### src/sv/tclb_pkg.sv
// tclb_pkg: shared types and constants for the tab compressing line buffer.
// Used by every module of the block; depends on nothing.
package tclb_pkg;

	localparam int LINE_SIZE   = 64;
	localparam int STORE_DEPTH = 64;
	localparam int ADDR_W      = $clog2(STORE_DEPTH);
	localparam int POS_W       = ADDR_W + 1;

	localparam logic [POS_W-1:0] FLUSH_AT  = POS_W'(LINE_SIZE - 9);
	localparam logic [POS_W-1:0] STORE_END = POS_W'(STORE_DEPTH);

	localparam logic [7:0] CH_NUL = 8'd0;
	localparam logic [7:0] CH_TAB = 8'd9;
	localparam logic [7:0] CH_NL  = 8'd10;
	localparam logic [7:0] CH_SP  = 8'd32;

	typedef struct packed {
		logic [7:0] ch;
		logic       suppress;
	} req_t;

	typedef struct packed {
		logic [7:0] out_char;
		logic       last;
	} res_t;

	typedef struct packed {
		logic              we;
		logic [ADDR_W-1:0] waddr;
		logic [7:0]        wdata;
		logic              re;
		logic [ADDR_W-1:0] raddr;
	} store_req_t;

	typedef struct packed {
		logic valid;
		res_t data;
	} emit_t;

endpackage

### src/sv/tab_compressing_line_buffer_core.sv
// Tab compressing line buffer, top level: sequencer, line store and output register.
// Depends on tclb_pkg, tclb_ctrl, tclb_store, tclb_obuf.
//
// Console characters are collected in a 64-entry line store; a tab expands to
// spaces up to the next column multiple of 8, nulls and suppressed requests are
// dropped. A newline flushes the line with runs of spaces that reach a tab stop
// turned back into tabs and trailing spaces removed, ending in a newline marked
// last. Reaching 55 buffered characters flushes the line raw, last on the final
// character. The block takes one request at a time and holds req_stall high
// while it works: a plain character is written, then the fill is checked; a
// tab writes one space per step, then the same check; a suppressed request or
// null leaves it idle. A newline reads each buffered character; a space adds to
// the pending run, another character first emits pending tabs and spaces. A raw
// flush reads, then emits, each buffered character. The store is walked through
// the shared position counter; any res_stall stretches the emitting states.
// No clearing pass after reset.
module tab_compressing_line_buffer_core (
	input  logic             clk,
	input  logic             arst_n,
	input  logic             req_valid,
	output logic             req_stall,
	input  tclb_pkg::req_t   req_data,
	output logic             res_valid,
	input  logic             res_stall,
	output tclb_pkg::res_t   res_data
);

	tclb_pkg::store_req_t mem;
	tclb_pkg::emit_t      emit;
	logic [7:0]           rdata;
	logic                 emit_free;

	tclb_ctrl u_ctrl (
		.clk       (clk),
		.arst_n    (arst_n),
		.req_valid (req_valid),
		.req_data  (req_data),
		.req_stall (req_stall),
		.emit_free (emit_free),
		.emit      (emit),
		.mem       (mem),
		.rdata     (rdata)
	);

	tclb_store u_store (
		.clk   (clk),
		.mem   (mem),
		.rdata (rdata)
	);

	tclb_obuf u_obuf (
		.clk       (clk),
		.arst_n    (arst_n),
		.emit      (emit),
		.emit_free (emit_free),
		.res_valid (res_valid),
		.res_stall (res_stall),
		.res_data  (res_data)
	);

endmodule

### src/sv/tclb_store.sv
// tclb_store: line store, one write and one registered read per cycle.
// Depends on tclb_pkg.
module tclb_store (
	input  logic                           clk,
	input  tclb_pkg::store_req_t           mem,
	output logic [7:0]                     rdata
);

	logic [7:0] line_q [tclb_pkg::STORE_DEPTH];
	logic [7:0] rdata_q;

	always_ff @(posedge clk) begin
		if (mem.we) begin
			line_q[mem.waddr] <= mem.wdata;
		end
		if (mem.re) begin
			rdata_q <= line_q[mem.raddr];
		end
	end

	assign rdata = rdata_q;

endmodule

### src/sv/tclb_obuf.sv
// tclb_obuf: result output register between the sequencer and the result channel.
// Depends on tclb_pkg.
module tclb_obuf (
	input  logic                 clk,
	input  logic                 arst_n,
	input  tclb_pkg::emit_t      emit,
	output logic                 emit_free,
	output logic                 res_valid,
	input  logic                 res_stall,
	output tclb_pkg::res_t       res_data
);

	logic           valid_q;
	tclb_pkg::res_t data_q;

	assign emit_free = !valid_q || !res_stall;

	always_ff @(posedge clk or negedge arst_n) begin
		if (!arst_n) begin
			valid_q <= 1'b0;
		end else if (emit_free) begin
			valid_q <= emit.valid;
		end
	end

	always_ff @(posedge clk) begin
		if (emit_free && emit.valid) begin
			data_q <= emit.data;
		end
	end

	assign res_valid = valid_q;
	assign res_data  = data_q;

endmodule

### src/sv/tclb_ctrl.sv
// tclb_ctrl: sequencer with the shared position step unit; fills, flushes
// and tab-compresses the line store. Depends on tclb_pkg.
module tclb_ctrl (
	input  logic                   clk,
	input  logic                   arst_n,
	input  logic                   req_valid,
	input  tclb_pkg::req_t         req_data,
	output logic                   req_stall,
	input  logic                   emit_free,
	output tclb_pkg::emit_t        emit,
	output tclb_pkg::store_req_t   mem,
	input  logic [7:0]             rdata
);

	localparam logic [3:0] S_IDLE   = 4'd0;
	localparam logic [3:0] S_TABW   = 4'd1;
	localparam logic [3:0] S_CHK    = 4'd2;
	localparam logic [3:0] S_RAW_RD = 4'd3;
	localparam logic [3:0] S_RAW_EM = 4'd4;
	localparam logic [3:0] S_C_RD   = 4'd5;
	localparam logic [3:0] S_C_EV   = 4'd6;
	localparam logic [3:0] S_C_TAB  = 4'd7;
	localparam logic [3:0] S_C_SP   = 4'd8;
	localparam logic [3:0] S_NL     = 4'd9;

	localparam int PW = tclb_pkg::POS_W;
	localparam int AW = tclb_pkg::ADDR_W;

	logic [3:0]    state_q, state_d;
	logic [PW-1:0] fill_q, fill_d;
	logic [PW-1:0] pos_q, pos_d;
	logic [2:0]    tabs_q, tabs_d;
	logic [3:0]    run_q, run_d;
	logic [7:0]    dch_q, dch_d;

	// shared step unit
	logic [PW-1:0] inc_a, inc_y;
	logic          inc_eq_fill, inc_nb;
	logic          accept, boundary;
	logic [2:0]    eff_tabs;
	logic [3:0]    eff_run;

	assign inc_a       = (state_q == S_IDLE || state_q == S_TABW) ? fill_q : pos_q;
	assign inc_y       = PW'(inc_a + PW'(1));
	assign inc_eq_fill = (inc_y == fill_q);
	assign inc_nb      = (inc_y[2:0] == 3'd0) || (inc_y >= tclb_pkg::STORE_END);

	assign req_stall = (state_q != S_IDLE);
	assign accept    = req_valid && (state_q == S_IDLE);

	// a run of spaces that reaches a column multiple of 8 becomes a tab
	assign boundary = (pos_q[2:0] == 3'd0) && (run_q != 4'd0);
	assign eff_tabs = boundary ? 3'(tabs_q + 3'd1) : tabs_q;
	assign eff_run  = boundary ? 4'd0 : run_q;

	always_comb begin
		state_d = state_q;
		fill_d  = fill_q;
		pos_d   = pos_q;
		tabs_d  = tabs_q;
		run_d   = run_q;
		dch_d   = dch_q;
		mem     = '0;
		emit    = '0;
		unique case (state_q)
			S_IDLE: begin
				if (accept && !req_data.suppress) begin
					priority if (req_data.ch == tclb_pkg::CH_NL) begin
						pos_d  = '0;
						tabs_d = '0;
						run_d  = '0;
						state_d = (fill_q == '0) ? S_NL : S_C_RD;
					end else if (req_data.ch == tclb_pkg::CH_TAB) begin
						state_d = S_TABW;
					end else if (req_data.ch != tclb_pkg::CH_NUL) begin
						mem.we    = 1'b1;
						mem.waddr = fill_q[AW-1:0];
						mem.wdata = req_data.ch;
						fill_d    = inc_y;
						state_d   = S_CHK;
					end else begin
						state_d = S_IDLE;
					end
				end
			end
			S_TABW: begin
				mem.we    = 1'b1;
				mem.waddr = fill_q[AW-1:0];
				mem.wdata = tclb_pkg::CH_SP;
				fill_d    = inc_y;
				if (inc_nb) begin
					state_d = S_CHK;
				end
			end
			S_CHK: begin
				pos_d   = '0;
				state_d = (fill_q >= tclb_pkg::FLUSH_AT) ? S_RAW_RD : S_IDLE;
			end
			S_RAW_RD: begin
				mem.re    = 1'b1;
				mem.raddr = pos_q[AW-1:0];
				state_d   = S_RAW_EM;
			end
			S_RAW_EM: begin
				if (emit_free) begin
					emit.valid         = 1'b1;
					emit.data.out_char = rdata;
					emit.data.last     = inc_eq_fill;
					pos_d              = inc_y;
					if (inc_eq_fill) begin
						fill_d  = '0;
						state_d = S_IDLE;
					end else begin
						state_d = S_RAW_RD;
					end
				end
			end
			S_C_RD: begin
				mem.re    = 1'b1;
				mem.raddr = pos_q[AW-1:0];
				state_d   = S_C_EV;
			end
			S_C_EV: begin
				tabs_d = eff_tabs;
				if (rdata == tclb_pkg::CH_SP) begin
					run_d   = 4'(eff_run + 4'd1);
					pos_d   = inc_y;
					state_d = inc_eq_fill ? S_NL : S_C_RD;
				end else begin
					run_d   = eff_run;
					dch_d   = rdata;
					state_d = S_C_TAB;
				end
			end
			S_C_TAB: begin
				if (tabs_q != 3'd0) begin
					if (emit_free) begin
						emit.valid         = 1'b1;
						emit.data.out_char = tclb_pkg::CH_TAB;
						tabs_d             = 3'(tabs_q - 3'd1);
					end
				end else begin
					state_d = S_C_SP;
				end
			end
			S_C_SP: begin
				if (emit_free) begin
					emit.valid = 1'b1;
					if (run_q != 4'd0) begin
						emit.data.out_char = tclb_pkg::CH_SP;
						run_d              = 4'(run_q - 4'd1);
					end else begin
						emit.data.out_char = dch_q;
						pos_d              = inc_y;
						state_d            = inc_eq_fill ? S_NL : S_C_RD;
					end
				end
			end
			S_NL: begin
				if (emit_free) begin
					emit.valid         = 1'b1;
					emit.data.out_char = tclb_pkg::CH_NL;
					emit.data.last     = 1'b1;
					fill_d             = '0;
					state_d            = S_IDLE;
				end
			end
			default: begin
				state_d = S_IDLE;
			end
		endcase
	end

	always_ff @(posedge clk or negedge arst_n) begin
		if (!arst_n) begin
			state_q <= S_IDLE;
			fill_q  <= '0;
			pos_q   <= '0;
			tabs_q  <= '0;
			run_q   <= '0;
		end else begin
			state_q <= state_d;
			fill_q  <= fill_d;
			pos_q   <= pos_d;
			tabs_q  <= tabs_d;
			run_q   <= run_d;
		end
	end

	always_ff @(posedge clk) begin
		dch_q <= dch_d;
	end

endmodule

### config.mk
export PLATFORM = sky130hd
export DESIGN_NAME = tab_compressing_line_buffer_core
export DESIGN_NICKNAME = d
export VERILOG_FILES = /design/src/sv/tclb_pkg.sv /design/src/sv/tab_compressing_line_buffer_core.sv /design/src/sv/tclb_store.sv /design/src/sv/tclb_obuf.sv /design/src/sv/tclb_ctrl.sv
export SDC_FILE = /design/constraint.sdc
export NUM_CORES = 1
export LEC_CHECK = 0
export BUFFER_PORTS_ARGS = -buffer_cell sky130_fd_sc_hd__buf_2
export CELL_PAD_IN_SITES_DETAIL_PLACEMENT = 1
export CELL_PAD_IN_SITES_GLOBAL_PLACEMENT = 2
export CORE_UTILIZATION = 45
export CTS_BUF_LIST = sky130_fd_sc_hd__clkbuf_8
export DETAILED_ROUTE_END_ITERATION = 16
export GPL_TIMING_DRIVEN = 1
export PLACE_DENSITY = 0.74
export SETUP_SLACK_MARGIN = 0.5
export SYNTH_ARGS = -nofsm -noshare
export SYNTH_HDL_FRONTEND = slang
export SYNTH_HIERARCHICAL = 1
export SYNTH_SLANG_ARGS = --single-unit
### constraint.sdc
create_clock -name clk -period 3.8 [get_ports clk]
set_input_delay 0.57 -clock clk [delete_from_list [all_inputs] [get_ports clk]]
set_output_delay 0.57 -clock clk [all_outputs]
set_load 0.01 [all_outputs]
==> results of run 1 <==
[power breakdown]
group          internal (mW)  total [mW]  switching (mW)
clock                   2.83        5.33            2.50
combinational           1.42        3.34            1.92
sequential              7.26        7.47           0.216
total                   11.5        16.1            4.64
[cells in the final DEF, fill, tap and decap left out, drive strengths merged, types with 10 or more instances in the layout]
cell / synthesis / final
mux2: 16 / 16
nor2b: 17 / 17
edfxtp: 537 / 537
o221ai: 10 / 10
and2: 23 / 23
buf: 46 / 192
mux4: 126 / 126
clkbuf: 25 / 99
nand2b: 10 / 10
nor3: 20 / 20
o22ai: 12 / 12
inv: 21 / 49
nand3: 23 / 23
mux2i: 33 / 33
o21ai: 29 / 29
dfrtp: 26 / 26
nand2: 58 / 58
a21oi: 18 / 18
nor2: 99 / 99
clkinv: 0 / 41
[per-stage QoR]
| stage | worst slack, ns | utilization, % | power [mW] | hold WS, ns | cells |
|---|---|---|---|---|---|
| 6_report | 0.5155 | 54.09 | 16.14 | 0.1314 | 2268 |
| 5_1_grt | 0.3749 | 54.09 | 16.79 | 0.1146 | 2268 |
| 4_1_cts | 0.4124 | 53.02 | 16.01 | 0.08000 | 2235 |
| 3_5_place_dp | 0.2232 | 49.01 | 10.55 | 0.4896 | 2052 |
| 3_3_place_gp | 0.3393 | 49.01 | 10.49 | 0.4797 | 2052 |
| 2_1_floorplan | 0.3242 | - | 9.467 | 0.2744 | 1287 |
[timing repair]
item                                    in CTS  in global routing
endpoints found under the setup margin      47                425
hold buffers                                 1                  0
gates resized for setup                     24                 49
endpoints found under the hold margin       26                  0
buffers inserted                             8                 28
gates cloned                                 0                  4
pin swaps                                    5                 13
[final cells by class]
class	count	area (sq um)	area share, %
flip-flops and latches	563	16780	60.46
diodes	1	2.502	0.009018
well taps	680	850.8	3.066
repair buffers	197	1768	6.371
clock buffers	95	1308	4.712
clock inverters	79	539.3	1.943
inverters	21	78.83	0.2841
multi-input cells	632	6426	23.16
[critical path, stage by stage (launching register included)]
cell and delay, ns:
dfrtp_1 0.39, buf_6 0.14, nor3_4 0.24, mux2_4 0.35, ha_4 0.18, ha_4 0.24
xor2_1 0.14, or4_4 0.54, a311oi_2 0.26, nand4_2 0.20, o21ai_4 0.32, a32oi_1 0.14
[Yosys cell counts, drive strengths merged (3+ instances only)]
library cell  count  area share, %
a221oi            6           0.23
nand4b            3           0.11
a211oi            4           0.13
nand2b           10           0.27
o221a             3           0.14
a21oi            18           0.40
nand3            23           0.49
ha                4           0.21
xnor2             9           0.34
mux4            126             12
clkbuf           25           0.40
o2bb2ai           3           0.11
buf              46            1.4
or2               3          0.080
or3               7           0.19
o221ai           10           0.38
nor2b            17           0.46
xor2              6           0.23
o21a              4           0.13
edfxtp          537             69
a31oi             6           0.16
a2111oi           3           0.11
o2111ai           4           0.15
a22o              7           0.26
mux2             16           0.77
o21ai            29           0.64
mux2i            33            1.4
a21boi            3           0.11
o22ai            12           0.32
nand4             3           0.11
and3              5           0.13
nand3b            7           0.23
a22oi             8           0.26
o211ai            4           0.13
nand2            58           0.93
nor3             20           0.45
inv              21           0.34
nor2             99            1.6
and2             23           0.62
dfrtp            26            2.8
nor4              5           0.20
nor4b             3           0.20
[state kept, by name (all words and copies together), names as in the netlist]
signal,count
u_ctrl/dch_q,8
u_ctrl/fill_q,7
u_ctrl/pos_q,7
u_ctrl/run_q,4
u_ctrl/state_q,4
u_ctrl/tabs_q,3
u_obuf/res_data,9
u_obuf/res_valid,1
u_store/line_q,512
u_store/rdata,8
[layer usage]
metal | global-route usage (%) | wire, um | up-vias
met5 | 0 | 0 | -
met4 | 7.823 | 1456 | 0
met3 | 5.196 | 4301 | 96
met2 | 36.22 | 28930 | 445
met1 | 32.32 | 26110 | 6856
li1 | - | - | 5683
[worst max path at each step]
| stage | from | endpoint | slack [ns] | depth (start not counted) |
|---|---|---|---|---|
| after global routing | u_ctrl/state_q[2] | u_ctrl/fill_q[6] | 0.37 | 11 |
| after global placement | u_ctrl/state_q[1] | u_store/rdata[0] | 0.34 | 9 |
| after detailed placement | u_ctrl/state_q[1] | u_store/rdata[1] | 0.22 | 9 |
| after floorplan | req_data[5] | u_store/line_q[7][0] | 0.32 | 10 |
| after CTS | u_ctrl/state_q[1] | u_store/line_q[33][2] | 0.41 | 9 |
| final | u_ctrl/state_q[2] | u_ctrl/state_q[1] | 0.52 | 11 |
[cells by family after synthesis]
kind of cell             after synthesis  synth area share (%)
flip-flops                           563                 71.88
AND/OR/NAND/NOR                      295                 6.406
multiplexers                         175                 14.35
AO/OA/AOI/OAI                        141                 4.321
buffers and inverters                 92                 2.091
XOR/XNOR                              16                0.6594
adder cells (fa/ha/maj)                5                0.3002
==> flow_summary.json, run 1 <==
{
  "drt_iter0_markers": 1055,
  "ys_ff_latch": 563,
  "power_per_cell_area_nw_per_um2": 581.7,
  "wl_per_cell_um": 26.81,
  "grt_pass1_wl_um": 89220,
  "synthCells": 1287,
  "via_count": 13080,
  "ys_seq_area_share_pct": 71.88,
  "syn_area_per_cell_sq_um": 18.14,
  "area_growth_pct": 18.89,
  "criticalPathCategory": "flip-flop to flip-flop",
  "max-vdd-ir-drop_uv": 317.1,
  "final_area_sq_um": 27750,
  "hold_viol_final": 0,
  "yosys_warnings": 6,
  "die_h_um": 229.7,
  "final.min_clock_period_ns": 3.285,
  "clk_path_buf_depth": 3,
  "fin_skew_ns": 0.03815,
  "reg2regPathDepth": 11,
  "p_leak_nw": 9.059,
  "core_area_sq_um": 51300,
  "cts_tree": "yes",
  "fp.dieArea_sq_um": 52780,
  "ant_nets": 0,
  "num_io_pins": 24,
  "finalMaxSlewViolations": 0,
  "async_reset_ff_share_pct": 4.618,
  "setup_tns_ns": 0,
  "fmax_mhz": 304.5,
  "r2r_start": "u_ctrl/state_q[2]",
  "track_usage_pct": 23.18,
  "layout-drive-gt1-share_pct": 33.65,
  "cts_root_buf": "clkbuf_8",
  "ff2ff_setup_slack_ns": 0.52,
  "place.detailed.hpwl_um": 38080,
  "gr-total-overflow": 0,
  "yosysUniqueCellTypes": 79,
  "status": "complete, no violations",
  "drc": 0,
  "holdCritStartpoint": "res_stall",
  "drv_cap": 0,
  "min_period_over_period_pct": 86.44,
  "finalSetupViolations": 0,
  "firstDrtPassIters": 5,
  "synthFlopType": "edfxtp_1",
  "cts_sinks": 563,
  "rsz0062_at_grt": "yes",
  "n_fill_cell": 4742,
  "worst_pin_slew_ns": 0.8836,
  "cp.required_ns": 4.33,
  "hp-class": "primary input to flip-flop",
  "place_area_sq_um": 25150,
  "cp_max_fo": 8,
  "synth_edf_count": 537,
  "grt_max_degree": 65,
  "endpoint_kind": "flip-flop",
  "routed_wl_um": 60800,
  "reg2reg_to": "u_ctrl/state_q[1]",
  "crit_path_start_kind": "flip-flop",
  "syn_nets": 1305,
  "fin_nets": 1528,
  "antenna_found_initial": 1,
  "row_count": 83,
  "place.gp.congestion": 0.8235,
  "synth.cell_area_sq_um": 23340,
  "die_x_um": 229.7,
  "grt_pass1_vias": 13700,
  "avgViaCountPerCell": 5.767,
  "hold-path-cell-count": 2,
  "start_util_pct": 45.50,
  "clkTransAtPathRegs_ns": 0.07,
  "worstPathArrival_ns": 3.82,
  "htree_num_levels": 3,
  "clk_latency_ns": 0.70,
  "numPortBuffers": 23,
  "slew_headroom_pct": 41.09,
  "numCtsBuffers": 95,
  "hold-path-endpoint": "u_obuf/res_valid"
}
Note: power is estimated with default switching activity, not from simulation.
==> inputs of run 2 (changes only) <==
--- a/config.mk
+++ b/config.mk
@@ -6,8 +6,10 @@
 export NUM_CORES = 1
 export LEC_CHECK = 0
 export BUFFER_PORTS_ARGS = -buffer_cell sky130_fd_sc_hd__buf_2
+export CAP_MARGIN = 20
 export CELL_PAD_IN_SITES_DETAIL_PLACEMENT = 1
 export CELL_PAD_IN_SITES_GLOBAL_PLACEMENT = 2
+export CORE_MARGIN = 3
 export CORE_UTILIZATION = 45
 export CTS_BUF_LIST = sky130_fd_sc_hd__clkbuf_8
 export DETAILED_ROUTE_END_ITERATION = 16
==> run 2 against run 1 <==
- final cell count down 0.79%
- utilization shrank 0.11 points
- total power fell by 3.5%
- flip-flop and latch count stayed put
- worst hold slack better by 0.016 ns
- clock skew shrank 0.0073 ns
- combinational power shrank 3%
- clock power down 8.3%
- final area is 1.4% lower
==> flow_summary.json, run 2 (synthesis gave the netlist of run 1 again) <==
{
  "endpoint_kind": "flip-flop",
  "clk_latency_ns": 0.67,
  "clk_path_buf_depth": 3,
  "comb_power_share_pct": 20.7,
  "fp.dieArea_sq_um": 54630,
  "avgViaCountPerCell": 5.786,
  "firstDrtPassIters": 5,
  "final_common_cell": "edfxtp_1",
  "cp_max_fo": 15,
  "numPortBuffers": 23,
  "final_cell_mix": "537 x edfxtp_1, 144 x buf_4, 126 x mux4_2",
  "top_register": "u_store/line_q",
  "setup_tns_ns": 0,
  "die_h_um": 233.7,
  "wl_per_cell_um": 26.94,
  "p_switching_mw": 4.449,
  "drv_cap": 0,
  "power_mw": 15.57,
  "criticalPathCategory": "flip-flop to flip-flop",
  "sw_frac_of_total_pct": 28.56,
  "cts_tree": "yes",
  "max-vdd-ir-drop_uv": 272.7,
  "cts_sinks": 563,
  "hp-class": "primary input to flip-flop",
  "htree_num_levels": 3,
  "multi_input_area_sq_um": 6301,
  "clkPwrFrac_pct": 31.4,
  "layout.area.seq_sq_um": 16780,
  "finalSetupViolations": 0,
  "layout-drive-gt1-share_pct": 32.83,
  "status": "complete, no violations",
  "worstPathArrival_ns": 3.60,
  "core_area_sq_um": 50680,
  "track_usage_pct": 22.58,
  "numCtsBuffers": 92,
  "cts_root_buf": "clkbuf_8",
  "fin_nets": 1518,
  "cp.required_ns": 4.16,
  "start_util_pct": 46.05,
  "num_io_pins": 24,
  "grt_max_degree": 65,
  "die_x_um": 233.7,
  "hold_viol_final": 0,
  "clkTransAtPathRegs_ns": 0.06,
  "routed_wl_um": 60620,
  "slew_headroom_pct": 41.55,
  "grt_pass1_wl_um": 89750,
  "drc": 0,
  "crit_path_start_kind": "flip-flop",
  "fin_skew_ns": 0.03083,
  "rsz0062_at_grt": "yes",
  "row_count": 82,
  "largest_register_ffs": 512,
  "gr-total-overflow": 0,
  "pwr-share-seq_pct": 47.9,
  "cellInternalPower_mw": 11.13,
  "antenna_found_initial": 1,
  "power_per_cell_area_nw_per_um2": 569.3,
  "final.min_clock_period_ns": 3.235,
  "p_leak_nw": 8.964,
  "place.gp.congestion": 0.8114,
  "grt_pass1_vias": 13790,
  "via_count": 13020,
  "finalMaxSlewViolations": 0,
  "fmax_mhz": 309.2,
  "drt_iter0_markers": 1138,
  "worst_pin_slew_ns": 0.8768,
  "place.detailed.hpwl_um": 38750,
  "n_fill_cell": 4711,
  "min_period_over_period_pct": 85.12,
  "area_growth_pct": 17.21,
  "ant_nets": 0
}
run 2: cell count changes in the layout (fill, tap and decap cells not counted), moves of 4 or more:
cell	previous run	this run
inv_1	46	56
buf_12	16	12
dfrtp_1	26	22
dfrtp_2	0	4
clkinv_1	27	16
bufinv_16	7	3
o21ai_0	17	23
o21ai_2	5	1
run 2: final timing paths:
path                       slack (ns)  cells past startpoint           endpoint              start
setup reg to reg                 0.57                      9   u_store/rdata[5]  u_ctrl/state_q[2]
setup / recovery                 0.57                      9   u_store/rdata[5]  u_ctrl/state_q[2]
max in group asynchronous        2.84                      2  u_ctrl/state_q[2]             arst_n
min in group asynchronous        0.47                      2   u_ctrl/fill_q[0]             arst_n
hold reg to reg                  0.50                      0    u_ctrl/dch_q[0]   u_store/rdata[0]
hold / removal                   0.15                      2   u_obuf/res_valid          res_stall
run 2: final cells by class:
class                   count  area share [%]
clock buffers              95           4.779
flip-flops and latches    563           61.34
well taps                 672           3.073
diodes                      3         0.02744
inverters                  21          0.2881
clock inverters            74           1.441
multi-input cells         632           23.03
repair buffers            190           6.019
run 2: routing by layer:
metal  part of all wire [%]  vias to the layer above  global-route usage, %
met5                      0                        -                      0
met4                    2.9                        0                  7.976
met3                    5.6                      105                  4.507
met2                     48                      392                  35.96
met1                     43                     6869                  31.34
li1                       -                     5653                      -
run 2: timing repair:
item                                    4_1_cts  5_1_grt
buffers inserted                              9       12
hold buffers                                  1        0
pin swaps                                     2        4
endpoints found under the setup margin      104      249
cloned                                        1        1
resized for setup                            29       21
hold endpoints to repair                     26        0
run 2: per-stage QoR:
step                      instance area (sq um)  hold slack, ns  setup slack (ns)  cells  util [%]
after floorplan                           23390          0.2744            0.3242   1287         -
after global placement                    25170          0.4819            0.1641   2053     49.65
after detailed placement                  25170          0.4855            0.1770   2053     49.65
after CTS                                 27140         0.08924            0.5022   2233     53.55
after global routing                      27350          0.1132            0.4585   2247     53.96
final                                     27360          0.1477            0.5654   2250     53.98
run 2: critical path, cell delays in order, from the launching register on:
cell	delay (ns)
dfrtp_2	0.44
xor2_1	0.13
and3_2	0.26
and2_4	0.19
buf_12	0.17
buf_16	0.18
mux4_2	0.55
mux4_2	0.53
o21ai_1	0.25
o41ai_1	0.20
run 2: power groups by stage:
stage / sequential (mW) / combinational, mW / clock [mW]
floorplan: 7.51 / 1.96 / 0
global placement: 7.58 / 2.95 / 0
detailed placement: 7.58 / 3.01 / 0
CTS: 7.45 / 3.16 / 5.04
global route: 7.48 / 3.50 / 5.32
finish: 7.46 / 3.23 / 4.89
==> inputs of run 3 (changes only) <==
--- a/config.mk
+++ b/config.mk
@@ -15,6 +15,7 @@
 export DETAILED_ROUTE_END_ITERATION = 16
 export GPL_TIMING_DRIVEN = 1
 export PLACE_DENSITY = 0.74
+export RECOVER_POWER = 25
 export SETUP_SLACK_MARGIN = 0.5
 export SYNTH_ARGS = -nofsm -noshare
 export SYNTH_HDL_FRONTEND = slang
==> run 3 against run 2 <==
- the flow now finishes with violations (capacitance limit, slew limit)
- clock skew up 0.0039 ns
- final cell count about the same
- wire length hardly changed
- sequential power is essentially flat
- count of clock-buffer cells in the layout did not move
- clock power barely moved
- worst setup slack got worse by 0.086 ns
- die area unchanged
- final area down 0.33%
- global-route usage stayed put
- first-iteration DRC count is 10% higher
- worst hold slack gained 0.0028 ns
- largest power group unchanged
==> flow_summary.json, run 3 (synthesis gave the netlist of run 1 again) <==
{
  "final_common_cell": "edfxtp_1",
  "final_area_sq_um": 27270,
  "pwr-share-seq_pct": 48.1,
  "worst_slack_ns": 0.4792,
  "gr-total-overflow": 0,
  "comb_power_share_pct": 20.4,
  "multi_input_area_sq_um": 6264,
  "layout.area.seq_sq_um": 16780,
  "place.detailed.hpwl_um": 38750,
  "worst_pin_slew_ns": 1.630,
  "layout-drive-gt1-share_pct": 30.79,
  "status": "complete, but fails checks",
  "power_per_cell_area_nw_per_um2": 568.6,
  "fin_util_pct": 53.80,
  "clkPwrFrac_pct": 31.5,
  "wl_per_cell_um": 26.97,
  "ff2ff_setup_slack_ns": 0.48,
  "sw_frac_of_total_pct": 28.59,
  "placed_cells_incl_taps": 2053,
  "worst_path_largest_cell_delay_ns": 0.54,
  "reg2reg_to": "u_store/rdata[5]",
  "track_usage_pct": 22.58,
  "core_area_sq_um": 50680,
  "setup_tns_ns": 0,
  "area_growth_pct": 16.83,
  "drc": 0,
  "whs_ns": 0.1506,
  "place.gp.congestion": 0.8114,
  "final_cell_mix": "537 x edfxtp_1, 134 x buf_4, 126 x mux4_2",
  "worstPathArrival_ns": 3.68,
  "ant_nets": 0,
  "hold_viol_final": 0,
  "num_io_pins": 24,
  "top_register": "u_store/line_q",
  "die_h_um": 233.7,
  "die_x_um": 233.7,
  "htree_num_levels": 3,
  "cellInternalPower_mw": 11.07,
  "numCtsBuffers": 92,
  "fmax_mhz": 301.1,
  "antenna_found_initial": 1,
  "cts_tree": "yes",
  "endpoint_kind": "flip-flop",
  "place_area_sq_um": 25170,
  "slew_headroom_pct": -8.671,
  "avgViaCountPerCell": 5.802,
  "grt_pass1_wl_um": 89750,
  "numPortBuffers": 23,
  "critical_path.most_common_cell": "mux4_2",
  "clkTransAtPathRegs_ns": 0.06,
  "critical_path.endpoint": "u_store/rdata[5]",
  "grt_pass1_vias": 13790,
  "p_switching_mw": 4.433,
  "grt_max_degree": 65,
  "n_fill_cell": 4718,
  "row_count": 82,
  "rsz0062_at_grt": "yes",
  "dp_worst_setup_slack_ns": 0.1770,
  "largest_register_ffs": 512,
  "final_cells": 2249,
  "cp.required_ns": 4.16,
  "drt_iter0_markers": 1252,
  "firstDrtPassIters": 5,
  "final.min_clock_period_ns": 3.321,
  "p_leak_nw": 8.893,
  "drv_cap": 1,
  "setup.worst_path.start": "u_ctrl/state_q[3]",
  "start_util_pct": 46.05,
  "max-vdd-ir-drop_uv": 272.7,
  "fin_skew_ns": 0.03469,
  "reg2regPathDepth": 9,
  "violations": "capacitance limit, slew limit",
  "cts_root_buf": "clkbuf_8",
  "clk_path_buf_depth": 3,
  "cp_slowest_cell": "mux4_2",
  "crit_path_start_kind": "flip-flop",
  "crit_chain": "inv_2 > and3_1 > and2_4 > buf_12 > buf_16 > mux4_2 > mux4_2 > o21ai_1 > o41ai_1",
  "r2r_start": "u_ctrl/state_q[3]",
  "min_period_over_period_pct": 87.39,
  "power_mw": 15.50,
  "clk_latency_ns": 0.68,
  "cts_sinks": 563,
  "via_count": 13050,
  "finalSetupViolations": 0,
  "cp_max_fo": 15,
  "fp.dieArea_sq_um": 54630,
  "criticalPathCategory": "flip-flop to flip-flop",
  "hp-class": "primary input to flip-flop",
  "fin_nets": 1518,
  "routed_wl_um": 60660,
  "finalMaxSlewViolations": 27
}
-- run 3: worst min path at each step --
stage	endpoint	depth (start not counted)	startpoint
2_1_floorplan	u_ctrl/fill_q[0]	0	arst_n
3_3_place_gp	u_ctrl/dch_q[2]	0	u_store/rdata[2]
3_5_place_dp	u_ctrl/dch_q[0]	0	u_store/rdata[0]
4_1_cts	u_obuf/res_valid	2	res_stall
5_1_grt	u_obuf/res_valid	2	res_stall
6_report	u_obuf/res_valid	2	res_stall
-- run 3: routing by layer --
metal	vias to the layer above	wire length, um	track usage (%)
met1	6876	26290	31.34
met2	417	29190	35.96
met5	-	0	0
met3	109	3421	4.507
met4	0	1765	7.976
li1	5647	-	-
-- run 3: what timing repair did --
action	4_1_cts	5_1_grt
hold buffers	1	0
setup buffers	9	12
resized for setup	29	21
hold endpoints to repair	26	0
pin swaps	2	4
gates cloned	1	1
setup endpoints to repair	104	249
-- run 3: power groups by stage --
stage,Clock (mW),Combinational [mW],Sequential [mW]
6_report,4.89,3.16,7.46
2_1_floorplan,0,1.96,7.51
4_1_cts,5.04,3.16,7.45
3_5_place_dp,0,3.01,7.58
5_1_grt,5.32,3.42,7.49
3_3_place_gp,0,2.95,7.58
-- run 3: layout make-up --
| cell class | count | share of cell area, % |
|---|---|---|
| Antenna cell | 2 | 0.01835 |
| Timing Repair Buffer | 190 | 5.860 |
| Multi-Input combinational cell | 632 | 22.97 |
| Tap cell | 672 | 3.084 |
| Inverter | 21 | 0.2891 |
| Clock inverter | 74 | 1.445 |
| Clock buffer | 95 | 4.795 |
| Sequential cell | 563 | 61.54 |
-- run 3: critical path, delay by kind of cell (launching register included) --
family,cells,cell delay (ns)
flip-flops,1,0.46
buffers and inverters,3,0.48
AND/OR/NAND/NOR,2,0.51
multiplexers,2,1.07
AO/OA/AOI/OAI,2,0.49
